==> src/hw/rtl/pbt_rem.sv <==
module pbt_rem (
  input  logic        clk_i,
  input  logic        rst_ni,
  input  logic        start_i,
  input  logic [31:0] dividend_i,
  input  logic [32:0] divisor_i,
  output logic        done_o,
  output logic [32:0] rem_o
);

  logic        busy_q, busy_d;
  logic [4:0]  cnt_q, cnt_d;
  logic [31:0] dq_q, dq_d;
  logic [32:0] div_q, div_d;
  logic [32:0] r_q, r_d;
  logic        done_q, done_d;
  logic [33:0] shifted;

  // restoring remainder, one dividend bit per cycle
  always_comb begin
    busy_d  = busy_q;
    cnt_d   = cnt_q;
    dq_d    = dq_q;
    div_d   = div_q;
    r_d     = r_q;
    done_d  = 1'b0;
    shifted = {r_q, dq_q[31]};
    if (start_i) begin
      busy_d = 1'b1;
      cnt_d  = '0;
      dq_d   = dividend_i;
      div_d  = divisor_i;
      r_d    = '0;
    end else if (busy_q) begin
      if (shifted >= {1'b0, div_q}) begin
        r_d = 33'(shifted - {1'b0, div_q});
      end else begin
        r_d = shifted[32:0];
      end
      dq_d  = {dq_q[30:0], 1'b0};
      cnt_d = cnt_q + 5'd1;
      if (cnt_q == 5'd31) begin
        busy_d = 1'b0;
        done_d = 1'b1;
      end
    end
  end

  always_ff @(posedge clk_i or negedge rst_ni) begin
    if (!rst_ni) begin
      busy_q <= 1'b0;
      done_q <= 1'b0;
      cnt_q  <= '0;
    end else begin
      busy_q <= busy_d;
      done_q <= done_d;
      cnt_q  <= cnt_d;
    end
  end

  always_ff @(posedge clk_i) begin
    dq_q  <= dq_d;
    div_q <= div_d;
    r_q   <= r_d;
  end

  assign done_o = done_q;
  assign rem_o  = r_q;

endmodule

==> config.mk <==
export PLATFORM = sky130hd
export DESIGN_NAME = pbt_rem
export DESIGN_NICKNAME = d
export VERILOG_FILES = /design/src/hw/rtl/pbt_rem.sv
export SDC_FILE = /design/constraint.sdc
export NUM_CORES = 1
export LEC_CHECK = 0
export BUFFER_PORTS_ARGS = -buffer_cell sky130_fd_sc_hd__buf_4
export CAP_MARGIN = 5
export CORE_MARGIN = 1
export CORE_UTILIZATION = 60
export DETAILED_ROUTE_END_ITERATION = 10
export GPL_ROUTABILITY_DRIVEN = 0
export PLACE_DENSITY = 0.91
export SYNTH_ARGS = -nofsm -noshare
export SYNTH_HDL_FRONTEND = slang
export SYNTH_SLANG_ARGS = --single-unit
==> constraint.sdc <==
create_clock -name clk_i -period 4.9 [get_ports clk_i]
set_input_delay 0 -clock clk_i [delete_from_list [all_inputs] [get_ports clk_i]]
set_output_delay 0 -clock clk_i [all_outputs]
set_load 0.03 [all_outputs]
==> results.yml <==
detailed_routing:
  drc: 0
  drt_iter0_drc: 256
  dr.pass1.iters: 6
  viasPerCell: 5.76
  wire_per_inst_um: 16.3
  drt_wl_total_um: 14500
  via_count: 5125
  drt.antenna.violating_nets: 0
layout:
  syn2layout_area_growth_pct: 27.8
  fill_cells: 611
  layout_common_cells: "buf_4, dlygate4sd3_1, nor2_1"
  drive_above_1_share_pct: 20.6
  nets: 856
  diodes: 0
  fin_util_pct: 79.1
  instances_no_fill: 890
  final_common_cell: "buf_4"
clock_network:
  cts.sinks: 105
  root_buffer: "clkbuf_8"
  cts.clk_slew.worst_paths_ns: 0.10
  cts_resized: 0
  cts_buffers: 9
  clock_path_buffers: 2
  clk-insertion-delay-late_ns: 0.39
  holdBufCountCts: 67
  postCtsSetupBuffers: 0
  htreeDepth: 3
  cts_tree: "yes"
critical_path:
  crit_path_cell_trace: "inv_1 > ha_1 > inv_1 > fa_1 > a21oi_1 > o21ai_1 > o2111a_1 > o21ai_1 > a211oi_2 > nor2_4 > buf_4 > mux2i_1 > a211oi_1"
  required_ns: 5.13
  cpPeakStageDelay_ns: 0.58
  worstPathMaxFanout: 30
  crit_buf_inv: 3
  critPathKind: "flip-flop to flip-flop"
  cp_top_family: "compound AO/OA/AOI/OAI gates"
  crit_path_top_delay_cell: "nor2_4"
  endpoint_kind: "flip-flop"
  critPathArrivalTime_ns: 3.87
  critPathLaunchType: "flip-flop"
floorplan:
  dieArea_mm2: 0.0105
  io_pins: 102
  start_util_pct: 61.9
  dieHeight_um: 102
  die_w_um: 102
  rows: 36
  coreArea_mm2: 0.00977
global_route:
  grt_overflow: 0
  grt_pass1_vias: 5065
  grt_pass1_wl_um: 23200
  grt_max_degree: 74
  track_usage_pct: 28.7
  antenna_found_initial: 0
logic_synthesis:
  ys_types: 62
  syn-cell-area_mm2: 0.00605
  synth_seq_area_share_pct: 46.1
  syn_nets: 702
  syn_area_per_cell_um2: 10.1
  synthCells: 598
  ys_seq_elements: 105
  ys_warn_count: 0
  synth_edf_count: 65
  async_reset_ff_share_pct: 6.67
  synth_ff_type: "edfxtp_1"
place:
  io_buffers: 101
  hpwl_um: 9320
  dp_cells: 807
timing:
  worst_pin_slew_ns: 1.15
  clock_skew_ns: 0.0207
  max-slew-margin-rel_pct: 23.0
  period_share_pct: 74.2
  rsz0062_at_grt: "no"
  fin_crit_ns: 3.64
  setup_viol: 0
  final-hold-violation-count: 0
  slew_viol_final: 0
  tns_ns: 0
  fmax_mhz: 275
pwr:
  power_frac_seq_pct: 33.9
  p_clk_share_pct: 13.7
  p_int_mw: 2.11
  totalPowerFinal_mw: 3.70
  power.switching_mw: 1.59
  powerDensity_mw_per_mm2: 478
  p_sw_share_pct: 43.0
  ir_worst_vdd_mv: 0.217
  comb_power_share_pct: 52.4
  p_leak_nw: 3.40
outcome:
  status: "completed"
min_path:
  hp-class: "input pin to flip-flop"
run:
  cap_violations: 0
kinds of logic after synthesis:
group	synth area share, %
AOI/OAI and AO/OA	16.4
DFF	46.1
buffers and inverters	4.65
and+or+nand+nor	12.5
muxes	8.62
adders and majority gates	7.57
xor gates and xnor gates	4.20
power by group through the flow:
stage	Sequential (mW)	Clock, mW	Combinational (mW)
CTS	1.25	0.514	1.91
global route	1.27	0.544	2.12
detailed placement	1.26	0	1.86
finish	1.25	0.508	1.94
global placement	1.26	0	1.80
floorplan	1.44	0	1.21
cells in the mapped netlist (4+ instances only):
cell | n | area share (%)
a211oi_1 | 27 | 3.3
a21o_1 | 7 | 0.87
a21oi_1 | 48 | 4.0
a31oi_1 | 6 | 0.62
and2_1 | 5 | 0.52
and3_1 | 8 | 0.83
clkbuf_1 | 20 | 1.2
dfrtp_1 | 7 | 2.9
dfxtp_1 | 33 | 11
edfxtp_1 | 65 | 32
ha_1 | 35 | 7.2
inv_1 | 42 | 2.6
mux2_2 | 31 | 5.8
mux2i_1 | 15 | 2.5
nand2_1 | 30 | 1.9
nand2b_1 | 5 | 0.52
nand3_1 | 7 | 0.58
nand4_1 | 4 | 0.41
nor2_1 | 67 | 4.2
nor2b_1 | 4 | 0.41
nor3_1 | 9 | 0.74
nor3b_1 | 4 | 0.50
nor4_1 | 5 | 0.52
o211ai_1 | 4 | 0.50
o21a_1 | 4 | 0.50
o21ai_0 | 10 | 0.83
o21ai_1 | 12 | 0.99
o21bai_1 | 7 | 0.87
xnor2_1 | 14 | 2.0
xor2_1 | 15 | 2.2
layout make-up:
class | count | area, um2 | share of cell area (%)
clock buffer | 10 | 128 | 1.65
clock inverter | 6 | 51.3 | 0.663
inverter | 42 | 158 | 2.04
multi-input combinational | 423 | 2990 | 38.7
sequential | 105 | 2790 | 36.1
tap | 133 | 166 | 2.15
timing repair buffer | 171 | 1450 | 18.8
sequential cells by signal, summed over array words and instances (netlist names):
name    count
busy_q      1
cnt_q       5
div_q      33
done_o      1
dq_q       32
rem_o      33
worst paths after layout:
kind	endpoint	start	cells after the start	slack (ns)
min in group asynchronous	cnt_q[2]	rst_ni	3	0.56
min reg2reg	rem_o[10]	rem_o[10]	2	0.53
min	cnt_q[2]	start_i	2	0.18
max in group asynchronous	busy_q	rst_ni	3	4.08
max reg2reg	rem_o[21]	dq_q[31]	13	1.26
max	rem_o[21]	dq_q[31]	13	1.26
metal layers:
layer / GRT usage [%] / vias up / wire [um]
li1: - / 2492 / -
met1: 33.8 / 2404 / 5830
met2: 51.5 / 202 / 7560
met3: 6.22 / 27 / 913
met4: 10.1 / 0 / 219
met5: 0 / - / 0
metrics by stage:
step	hold slack (ns)	cell area, um2	setup WS [ns]
3_3_place_gp	-0.188	6880	1.49
2_1_floorplan	-0.296	6050	2.01
5_1_grt	0.199	7730	0.948
3_5_place_dp	-0.186	6880	1.35
4_1_cts	0.168	7730	1.29
6_report	0.179	7730	1.26
Power figures use the tool's default switching activity.
